**config.mk**
```make
export PLATFORM = sky130hd
export DESIGN_NAME = cyclic_code_encode_check
export DESIGN_NICKNAME = d
export VERILOG_FILES = /design/src/design/cce_pkg.sv /design/src/design/cce_div_stage.sv /design/src/design/cyclic_code_encode_check.sv
export SDC_FILE = /design/constraint.sdc
export NUM_CORES = 1
export LEC_CHECK = 0
export BUFFER_PORTS_ARGS = -buffer_cell sky130_fd_sc_hd__buf_2
export CAP_MARGIN = 25
export CORE_MARGIN = 2
export CORE_UTILIZATION = 52
export CTS_CLUSTER_DIAMETER = 30
export CTS_CLUSTER_SIZE = 28
export DETAILED_ROUTE_END_ITERATION = 12
export PLACE_DENSITY = 0.75
export SLEW_MARGIN = 10
export SYNTH_ARGS = -nofsm -noshare
export SYNTH_HDL_FRONTEND = slang
export SYNTH_HIERARCHICAL = 1
export SYNTH_SLANG_ARGS = --single-unit
```
**constraint.sdc**
```tcl
create_clock -name aclk -period 1.8 [get_ports aclk]
set_clock_uncertainty 0.15 [all_clocks]
set_input_delay 0.27 -clock aclk [delete_from_list [all_inputs] [get_ports aclk]]
set_output_delay 0.27 -clock aclk [all_outputs]
set_load 0.01 [all_outputs]
```
**src/design/cce_pkg.sv**
```systemverilog
// ----------------------------------------------------------------------------
// cce_pkg
// Shared constants and types for the cyclic code encoder and checker.
// ----------------------------------------------------------------------------
package cce_pkg;

    // stream word and register widths fixed by the interface
    localparam int WORD_W  = 7;
    localparam int TDATA_W = 8;
    localparam int GEN_W   = 8;

    // generator reset value, x^3 + x + 1
    localparam logic [GEN_W-1:0] GEN_RESET = 8'd11;

    // default code geometry
    localparam int CODE_LEN_DEF  = 7;
    localparam int MSG_LEN_DEF   = 4;
    localparam int CHECK_LEN_DEF = 3;

    // action codes carried in tuser
    localparam logic ACT_ENCODE = 1'b0;
    localparam logic ACT_DECODE = 1'b1;

    // control travelling with each pipeline stage
    typedef struct packed {
        logic vld;
        logic action;
    } stage_ctl_t;

endpackage

```
**src/design/cce_div_stage.sv**
```systemverilog
// ----------------------------------------------------------------------------
// cce_div_stage
// One pipeline stage of the GF(2) long division: clears one bit of the
// working word by a conditional xor with the shifted generator.
// ----------------------------------------------------------------------------
module cce_div_stage #(
    parameter int CODE_LEN  = cce_pkg::CODE_LEN_DEF,
    parameter int CHECK_LEN = cce_pkg::CHECK_LEN_DEF,
    parameter int STEP_BIT  = cce_pkg::CODE_LEN_DEF - 1
) (
    input  logic                    aclk,
    input  logic                    aresetn,
    input  logic                    load_en,
    input  logic [CHECK_LEN-1:0]    gen_low,
    input  cce_pkg::stage_ctl_t     in_ctl,
    input  logic [CODE_LEN-1:0]     in_orig,
    input  logic [CODE_LEN-1:0]     in_work,
    output cce_pkg::stage_ctl_t     out_ctl,
    output logic [CODE_LEN-1:0]     out_orig,
    output logic [CODE_LEN-1:0]     out_work
);

    localparam int SHIFT = STEP_BIT - CHECK_LEN;

    logic [CHECK_LEN:0]   gen_full;
    logic [CODE_LEN-1:0]  gen_shift;
    logic [CODE_LEN-1:0]  work_next;

    cce_pkg::stage_ctl_t  ctl_reg;
    logic [CODE_LEN-1:0]  orig_reg;
    logic [CODE_LEN-1:0]  work_reg;

    // generator aligned so its leading term sits on the step bit
    always_comb begin
        gen_full  = {1'b1, gen_low};
        gen_shift = '0;
        for (int b = 0; b < CODE_LEN; b++) begin
            if (b >= SHIFT && b <= STEP_BIT) begin
                gen_shift[b] = gen_full[b - SHIFT];
            end
        end
    end

    // subtract the generator when the step bit is set
    always_comb begin
        if (in_work[STEP_BIT]) begin
            work_next = in_work ^ gen_shift;
        end else begin
            work_next = in_work;
        end
    end

    // stage valid
    always_ff @(posedge aclk) begin
        if (!aresetn) begin
            ctl_reg <= '0;
        end else if (load_en) begin
            ctl_reg <= in_ctl;
        end
    end

    // stage payload
    always_ff @(posedge aclk) begin
        if (load_en) begin
            orig_reg <= in_orig;
            work_reg <= work_next;
        end
    end

    assign out_ctl  = ctl_reg;
    assign out_orig = orig_reg;
    assign out_work = work_reg;

endmodule

```
**src/design/cyclic_code_encode_check.sv**
```systemverilog
// ----------------------------------------------------------------------------
// cyclic_code_encode_check
// Systematic binary cyclic code encoder and error detector with a
// programmable generator polynomial.
// ----------------------------------------------------------------------------
//
//  channel  direction  handshake            payload
//  s_       in         s_tvalid / s_tready  tdata: word_in, tuser: action
//  m_       out        m_tvalid / m_tready  tdata: word_out, tuser: word_valid
//  cfg_     in         cfg_wr_en            cfg_wr_data: generator_poly
//
//  the pipeline is an input register, one stage per division step (one quotient
//  bit each), and an output register.
//  one item per cycle is sustained while m_ is not stalled; each stage holds one item.
//  reset clears all stage valids and loads the generator with x^3 + x + 1.
//  a stall on m_ backs up stage by stage; empty stages still fill, so
//  s_tready drops only when every stage holds an item.
//
module cyclic_code_encode_check #(
    parameter int CODE_LEN  = cce_pkg::CODE_LEN_DEF,
    parameter int MSG_LEN   = cce_pkg::MSG_LEN_DEF,
    parameter int CHECK_LEN = cce_pkg::CHECK_LEN_DEF
) (
    input  logic                          aclk,
    input  logic                          aresetn,
    // input stream
    input  logic                          s_tvalid,
    output logic                          s_tready,
    input  logic [cce_pkg::TDATA_W-1:0]   s_tdata,   // [6:0] word_in, [7] zero
    input  logic [0:0]                    s_tuser,   // [0] action
    // result stream
    output logic                          m_tvalid,
    input  logic                          m_tready,
    output logic [cce_pkg::TDATA_W-1:0]   m_tdata,   // [6:0] word_out, [7] zero
    output logic [0:0]                    m_tuser,   // [0] word_valid
    // generator register write
    input  logic                          cfg_wr_en,
    input  logic [cce_pkg::GEN_W-1:0]     cfg_wr_data
);

    localparam int NSTEP  = CODE_LEN - CHECK_LEN;
    localparam int NSTAGE = NSTEP + 2;
    localparam int WW     = cce_pkg::WORD_W;

    logic [cce_pkg::GEN_W-1:0] gen_reg;

    cce_pkg::stage_ctl_t  ctl  [NSTEP+1];
    logic [CODE_LEN-1:0]  orig [NSTEP+1];
    logic [CODE_LEN-1:0]  work [NSTEP+1];

    logic [NSTAGE-1:0]    vld;
    logic [NSTAGE:0]      adv;

    cce_pkg::stage_ctl_t  in_ctl_next;
    logic [CODE_LEN-1:0]  in_word_next;
    cce_pkg::stage_ctl_t  in_ctl_reg;
    logic [CODE_LEN-1:0]  in_word_reg;

    logic [CHECK_LEN-1:0] rem;
    logic                 rem_zero;
    logic [WW-1:0]        enc_word;
    logic [WW-1:0]        dec_word;
    logic [WW-1:0]        out_data_next;
    logic                 out_flag_next;
    logic                 out_vld_reg;
    logic [WW-1:0]        out_data_reg;
    logic                 out_flag_reg;

    // generator register
    always_ff @(posedge aclk) begin
        if (!aresetn) begin
            gen_reg <= cce_pkg::GEN_RESET;
        end else if (cfg_wr_en) begin
            gen_reg <= cfg_wr_data;
        end
    end

    // per-stage advance: a stage loads when it is empty or its successor moves
    always_comb begin
        for (int k = 0; k <= NSTEP; k++) begin
            vld[k] = ctl[k].vld;
        end
        vld[NSTAGE-1] = out_vld_reg;
        adv[NSTAGE]   = m_tready;
        for (int k = NSTAGE - 1; k >= 0; k--) begin
            adv[k] = !vld[k] || adv[k+1];
        end
    end

    assign s_tready = adv[0];

    // input word: message shifted up for encode, received word for decode
    always_comb begin
        in_ctl_next.vld    = s_tvalid;
        in_ctl_next.action = s_tuser[0];
        in_word_next       = '0;
        for (int b = 0; b < CODE_LEN; b++) begin
            if (s_tuser[0] == cce_pkg::ACT_DECODE) begin
                if (b < WW) begin
                    in_word_next[b] = s_tdata[b];
                end
            end else begin
                if (b >= CHECK_LEN && b - CHECK_LEN < MSG_LEN && b - CHECK_LEN < WW) begin
                    in_word_next[b] = s_tdata[b - CHECK_LEN];
                end
            end
        end
    end

    // input register valid
    always_ff @(posedge aclk) begin
        if (!aresetn) begin
            in_ctl_reg <= '0;
        end else if (adv[0]) begin
            in_ctl_reg <= in_ctl_next;
        end
    end

    // input register payload
    always_ff @(posedge aclk) begin
        if (adv[0]) begin
            in_word_reg <= in_word_next;
        end
    end

    assign ctl[0]  = in_ctl_reg;
    assign orig[0] = in_word_reg;
    assign work[0] = in_word_reg;

    // division stages, highest quotient bit first
    for (genvar j = 1; j <= NSTEP; j++) begin : g_step
        cce_div_stage #(
            .CODE_LEN  (CODE_LEN),
            .CHECK_LEN (CHECK_LEN),
            .STEP_BIT  (CODE_LEN - j)
        ) u_stage (
            .aclk     (aclk),
            .aresetn  (aresetn),
            .load_en  (adv[j]),
            .gen_low  (gen_reg[CHECK_LEN-1:0]),
            .in_ctl   (ctl[j-1]),
            .in_orig  (orig[j-1]),
            .in_work  (work[j-1]),
            .out_ctl  (ctl[j]),
            .out_orig (orig[j]),
            .out_work (work[j])
        );
    end

    // result formatting from the remainder
    always_comb begin
        rem      = work[NSTEP][CHECK_LEN-1:0];
        rem_zero = (rem == '0);
        enc_word = '0;
        dec_word = '0;
        for (int b = 0; b < WW; b++) begin
            if (b < CODE_LEN) begin
                enc_word[b] = orig[NSTEP][b] ^ work[NSTEP][b];
            end
            if (b < MSG_LEN && b + CHECK_LEN < CODE_LEN) begin
                dec_word[b] = orig[NSTEP][b + CHECK_LEN];
            end
        end
        if (ctl[NSTEP].action == cce_pkg::ACT_DECODE) begin
            out_flag_next = rem_zero;
            out_data_next = rem_zero ? dec_word : '0;
        end else begin
            out_flag_next = 1'b1;
            out_data_next = enc_word;
        end
    end

    // output register valid
    always_ff @(posedge aclk) begin
        if (!aresetn) begin
            out_vld_reg <= 1'b0;
        end else if (adv[NSTAGE-1]) begin
            out_vld_reg <= ctl[NSTEP].vld;
        end
    end

    // output register payload
    always_ff @(posedge aclk) begin
        if (adv[NSTAGE-1]) begin
            out_data_reg <= out_data_next;
            out_flag_reg <= out_flag_next;
        end
    end

    assign m_tvalid = out_vld_reg;
    assign m_tdata  = {{(cce_pkg::TDATA_W - WW){1'b0}}, out_data_reg};
    assign m_tuser  = out_flag_reg;

endmodule

```
==> Yosys cells after proc, flatten, opt, wreduce, memory -nomap -nowiden <==
Cells that the tools add are included.
W data, S select, Z words.
{ "totals": {"register_bits": 85, "ramBits": 0, "word_cells": 62, "output_inout_bits": 11, "rom_bits": 0, "n_memories": 0, "latchBits": 0, "inputBits": 22} }
{ "op_classes": {"n_reduce_logical": 13, "mul": 0, "n_mux": 10, "n_addsub": 0, "order_cmp": 0, "bitwise_logic": 11, "shift": 0, "div": 0, "eq_ne": 0} }
{ "ops": {"columns": ["op", "count"], "rows": [
  ["$mux W7", 4],
  ["$xor A1 B1 Y1", 7],
  ["$xor A7 B4 Y7", 1],
  ["$xor A7 B5 Y7", 1],
  ["$xor A7 B6 Y7", 1],
  ["$xor A7 B7 Y7", 1],
  ["$logic_not A1 Y1", 6],
  ["$logic_or A1 B1 Y1", 6],
  ["$mux W6", 1],
  ["$mux W1", 4],
  ["$mux W4", 1],
  ["$logic_not A3 Y1", 1]
]} }

==> Logic depth before layout (Yosys ltp) <==
{ "logic_depth": {"depth_word": 7, "depth_mapped": 5, "depth_no_buf": 5} }

==> Modules after synthesis <==
Netlist, hierarchy kept.
{ "modules_own_cells": {"columns": ["module", "area_per_inst_um2", "seq_area_each_um2", "cells_each", "instances"], "rows": [
  ["cce_div_stage", 534.3, 460.4, 27, 4],
  ["cyclic_code_encode_check", 928.4, 570.5, 75, 1]
]} }

==> Worst setup path before layout <==
No wires, ideal clock.
{ "synth_path": {"path_kind": "reg-to-reg", "from": "register out_vld_reg, in the netlist m_tvalid", "to": "register g_step[1].u_stage.ctl_reg, in the netlist g_step[1].u_stage/out_ctl[0]", "stages_incl_launch_ff": 6, "required_ps": 1531, "path_slack_ps": 40, "setup_ps": 119, "path_buffers": 0, "period_less_slack_ps": 1760, "arrival_time_ps": 1491, "cell_sequence": "dfxtp_1 nor2b_4 and3_4 nand3_1 mux2i_1 nor2b_1"} }
{ "synth_between": {"elab_chain_cells": 6} }
{ "synth_lines": {"columns": ["element", "line_no", "source"], "rows": [
  ["start: declaration", "cyclic_code_encode_check.sv:65", "logic out_vld_reg;"],
  ["start signal: assignment", "cyclic_code_encode_check.sv:178", "out_vld_reg <= ctl[NSTEP].vld;"],
  ["$logic_not A1 Y1", "cyclic_code_encode_check.sv:86", "adv[k] = !vld[k] || adv[k+1];"],
  ["$logic_or A1 B1 Y1 (5 in a row)", "cyclic_code_encode_check.sv:86", null],
  ["net adv[1]", "cyclic_code_encode_check.sv:52", "logic [NSTAGE:0] adv;"],
  ["end signal: assignment", "cce_div_stage.sv:58", "ctl_reg <= in_ctl;"],
  ["end: declaration", "cce_div_stage.sv:29", "cce_pkg::stage_ctl_t ctl_reg;"]
]} }
The timed path passes the listed nets, and every way through them passes these cells.
A chain may end at the register's enable or synchronous reset.

==> Worst setup path after layout <==
{ "layout_path": {"from": "register out_vld_reg, in the netlist m_tvalid", "to": "output s_tready"} }
{ "layout_between": {"elab_chain_cells": 7} }
{ "layout_lines": {"columns": ["element", "line_no", "source"], "rows": [
  ["$logic_not A1 Y1", "cyclic_code_encode_check.sv:86", null],
  ["$logic_or A1 B1 Y1 (3 in a row)", "cyclic_code_encode_check.sv:86", null],
  ["net adv[3]", "cyclic_code_encode_check.sv:52", null],
  ["$logic_or A1 B1 Y1 (3 in a row)", "cyclic_code_encode_check.sv:86", null],
  ["end: declaration", "cyclic_code_encode_check.sv:28", "output logic s_tready,"]
]} }
The timed path passes the listed nets, and every way through them passes these cells.

==> metrics <==
status complete, no violations; Rows 27; Slew headroom 0.567; Cell variety after synth 24; Stages on worst setup path 6; post-DP HPWL 2690 µm; initial antenna violation count 0; reg-to-reg slack, setup 0.16 ns; PnR Total Power 3.86 mW; fmax 563 MHz; Clock Path Buffers 2; Peak VDD IR 0.473 mV; top-count cell post-synth edfxtp_1; global route overflow 0; max_cap viols 0; Starting Density 0.547; reg2reg path depth 5; all-layer global routing usage 0.138; capturing point of the worst reg2reg path g_step[2].u_stage/out_work[4]$_DFFE_PP_; fin crit share 0.987; clock sink total 85; Clock Latency Late Sink 0.33 ns; crit path time final 1.78 ns; total number of vias 1476; Register Area 2410 µm²; Final Slew Violations 0; Die Area 6530 µm²; Slowest cell on crit path dfxtp_2; Largest delay share family, worst path simple AND/OR/NAND/NOR gates; crit-path cells nor2b_4, and3_4, inv_4, nor2_4, inv_2, buf_6; Setup crit start m_tvalid$_SDFFE_PN0P_; synth top area cells edfxtp_1 (70%), dfxtp_1 (9.1%), xnor2_1 (5.1%); core area 5610 µm²; initial drt markers 64; syn_area_per_cell 16.8 µm²; Final WS setup 0.0232 ns; worst path bufs/invs 3; H-tree depth 3; Buffers on Ports 25; Die Height 80.8 µm; antenna cells 0; Multi-input gate area 622 µm²; main combinational cell family by area after synthesis simple AND/OR/NAND/NOR gates; clock root cell clkbuf_8; Post-route DRC 0; die width 80.8 µm; Setup CP Type reg -> out; worst-margin pin slew 0.648 ns; pre-CTS setup slack 0.191 ns; power per cell area 1100 nW/µm²; Nets 249; Post-Syn Nets 205; Worst setup EP type output pin; Main synth FF type edfxtp_1; clk slew on worst S/H paths 0.08 ns; critical path capture point s_tready; reg-to-reg critical path startpoint m_tvalid$_SDFFE_PN0P_; Post-synth top cells edfxtp_1 (71), nand2_1 (23), xnor2_1 (18); Netlist Area Pre-Place 3070 µm²; top-area cell type share of the netlist area 0.696; critical path required time 1.38 ns; DR WL/cell 13.0 µm; Worst path max stage delay 0.33 ns; number of clock buffers inserted by TritonCTS 9; Final Wtd Congestion 0.685; critical path launch point type flop; Top Ports 33; post-synthesis mux area share 0.0539; setup violators final 0; sequential cell area fraction in the yosys report 0.787; Area Growth Syn to Fin 14.9%; layout cells sized above 1 0.237; drt pass-1 iters 4; Synth area leader edfxtp_1; antenna viol nets, final 0; fraction of registers with async set/reset 0; post-synthesis register bit count 85; vias in the first global route 1409; CP Data Arrival Time 1.36 ns; post-synthesis simple-gate area fraction 0.0735; fill count 428; Pleak 1.38 nW; post-DR vias/cell 4.86; xor and xnor area share after synthesis 0.0514; Post-Layout Cell Count 304; Synth Instances 183; unrepaired setup endpoints after global routing yes; final WL 3970 µm; number of flops mapped to enable cells by yosys 71; hold crit path type in -> reg; warnings from Yosys 6; Compound-Gate Fraction of Synth Area 0.0180; global-route wire length before repair 6450 µm; Synth Area in Adders 0; CP Max Fanout 3; final hold vios 0; CTS tree done; largest net degree at the start of global routing 17; Placed Cells 282
[worst min path at each step]
stage,startpoint,to,slack [ns],cells after the start
2_1_floorplan,aresetn,gen_reg[0]$_SDFFE_PN1P_,0.18,1
3_3_place_gp,g_step[3].u_stage/out_work[4]$_SDFFCE_PN0P_,g_step[4].u_stage/out_work[4]$_DFFE_PP_,0.25,0
3_5_place_dp,g_step[1].u_stage/out_orig[2]$_DFFE_PP_,g_step[2].u_stage/out_orig[2]$_DFFE_PP_,0.25,0
4_1_cts,s_tdata[1],in_word_reg[1]$_SDFFCE_PN0P_,0.07,2
5_1_grt,s_tdata[1],in_word_reg[1]$_SDFFCE_PN0P_,0.07,2
6_report,s_tdata[1],in_word_reg[1]$_SDFFCE_PN0P_,0.08,2
[power by group]
| part | total (mW) | switching (mW) | leakage [nW] | internal (mW) |
|---|---|---|---|---|
| clock | 1.09 | 0.610 | 0.0789 | 0.477 |
| combinational | 0.294 | 0.130 | 0.413 | 0.164 |
| sequential | 2.48 | 0.102 | 0.886 | 2.37 |
[per-layer routing]
layer,vias to the layer above,share of wire,global-route usage
met2,30,0.54,0.251
met5,-,0,0
li1,733,-,-
met1,705,0.41,0.149
met4,0,0.018,0.0712
met3,8,0.032,0.0333
[cell families (layout without fill, tap and decap cells)]
kind of cell	count (synthesis)	after routing
DFF	85	85
and+or+nand+nor	44	44
xor gates and xnor gates	18	18
muxes	16	16
AOI/OAI and AO/OA	8	8
buffers and inverters	7	56
other	5	5
[metrics by stage]
stage / TNS (ns) / hold WS [ns] / cell area, µm² / utilization
floorplan: 0 / 0.182 / 3070 / -
finish: 0 / 0.0826 / 3520 / 0.628
CTS: 0 / 0.0669 / 3520 / 0.627
detailed placement: 0 / 0.255 / 3300 / 0.589
global placement: 0 / 0.251 / 3300 / 0.589
global route: -0.0320 / 0.0703 / 3520 / 0.628
[placed cells by master, fill, tap and decap left out]
cell type,instances
o22ai_1,3
clkinvlp_4,1
inv_2,1
mux2i_1,12
nor2b_1,9
nor2_4,1
inv_1,2
dfxtp_2,1
clkbuf_8,9
conb_1,5
o21a_1,3
xnor2_1,18
or3_1,1
nand3_1,2
edfxtp_1,71
inv_4,1
o32ai_1,1
nor2b_4,1
and2_1,3
clkinv_1,4
buf_2,24
o21ai_0,1
dfxtp_1,13
mux2_2,4
buf_6,1
nor2_1,3
clkinv_2,2
nand2_1,23
dlygate4sd3_1,3
and3_4,1
buf_4,8
[layout make-up]
cell class / instances / share of cell area
clock buffers: 9 / 0.0352
clock inverters: 7 / 0.00924
inverters: 4 / 0.00498
multi-input cells: 91 / 0.177
flip-flops and latches: 85 / 0.685
well taps: 72 / 0.0256
repair buffers: 36 / 0.0629
[repair_timing]
item                       CTS  global route
resized for setup            3             1
setup endpoints to repair    1             1
buffers inserted             3             0
hold buffers                 3             0
pin swaps                    1             0
hold endpoints to repair     3             0
Note: power is estimated with default switching activity, not from simulation.
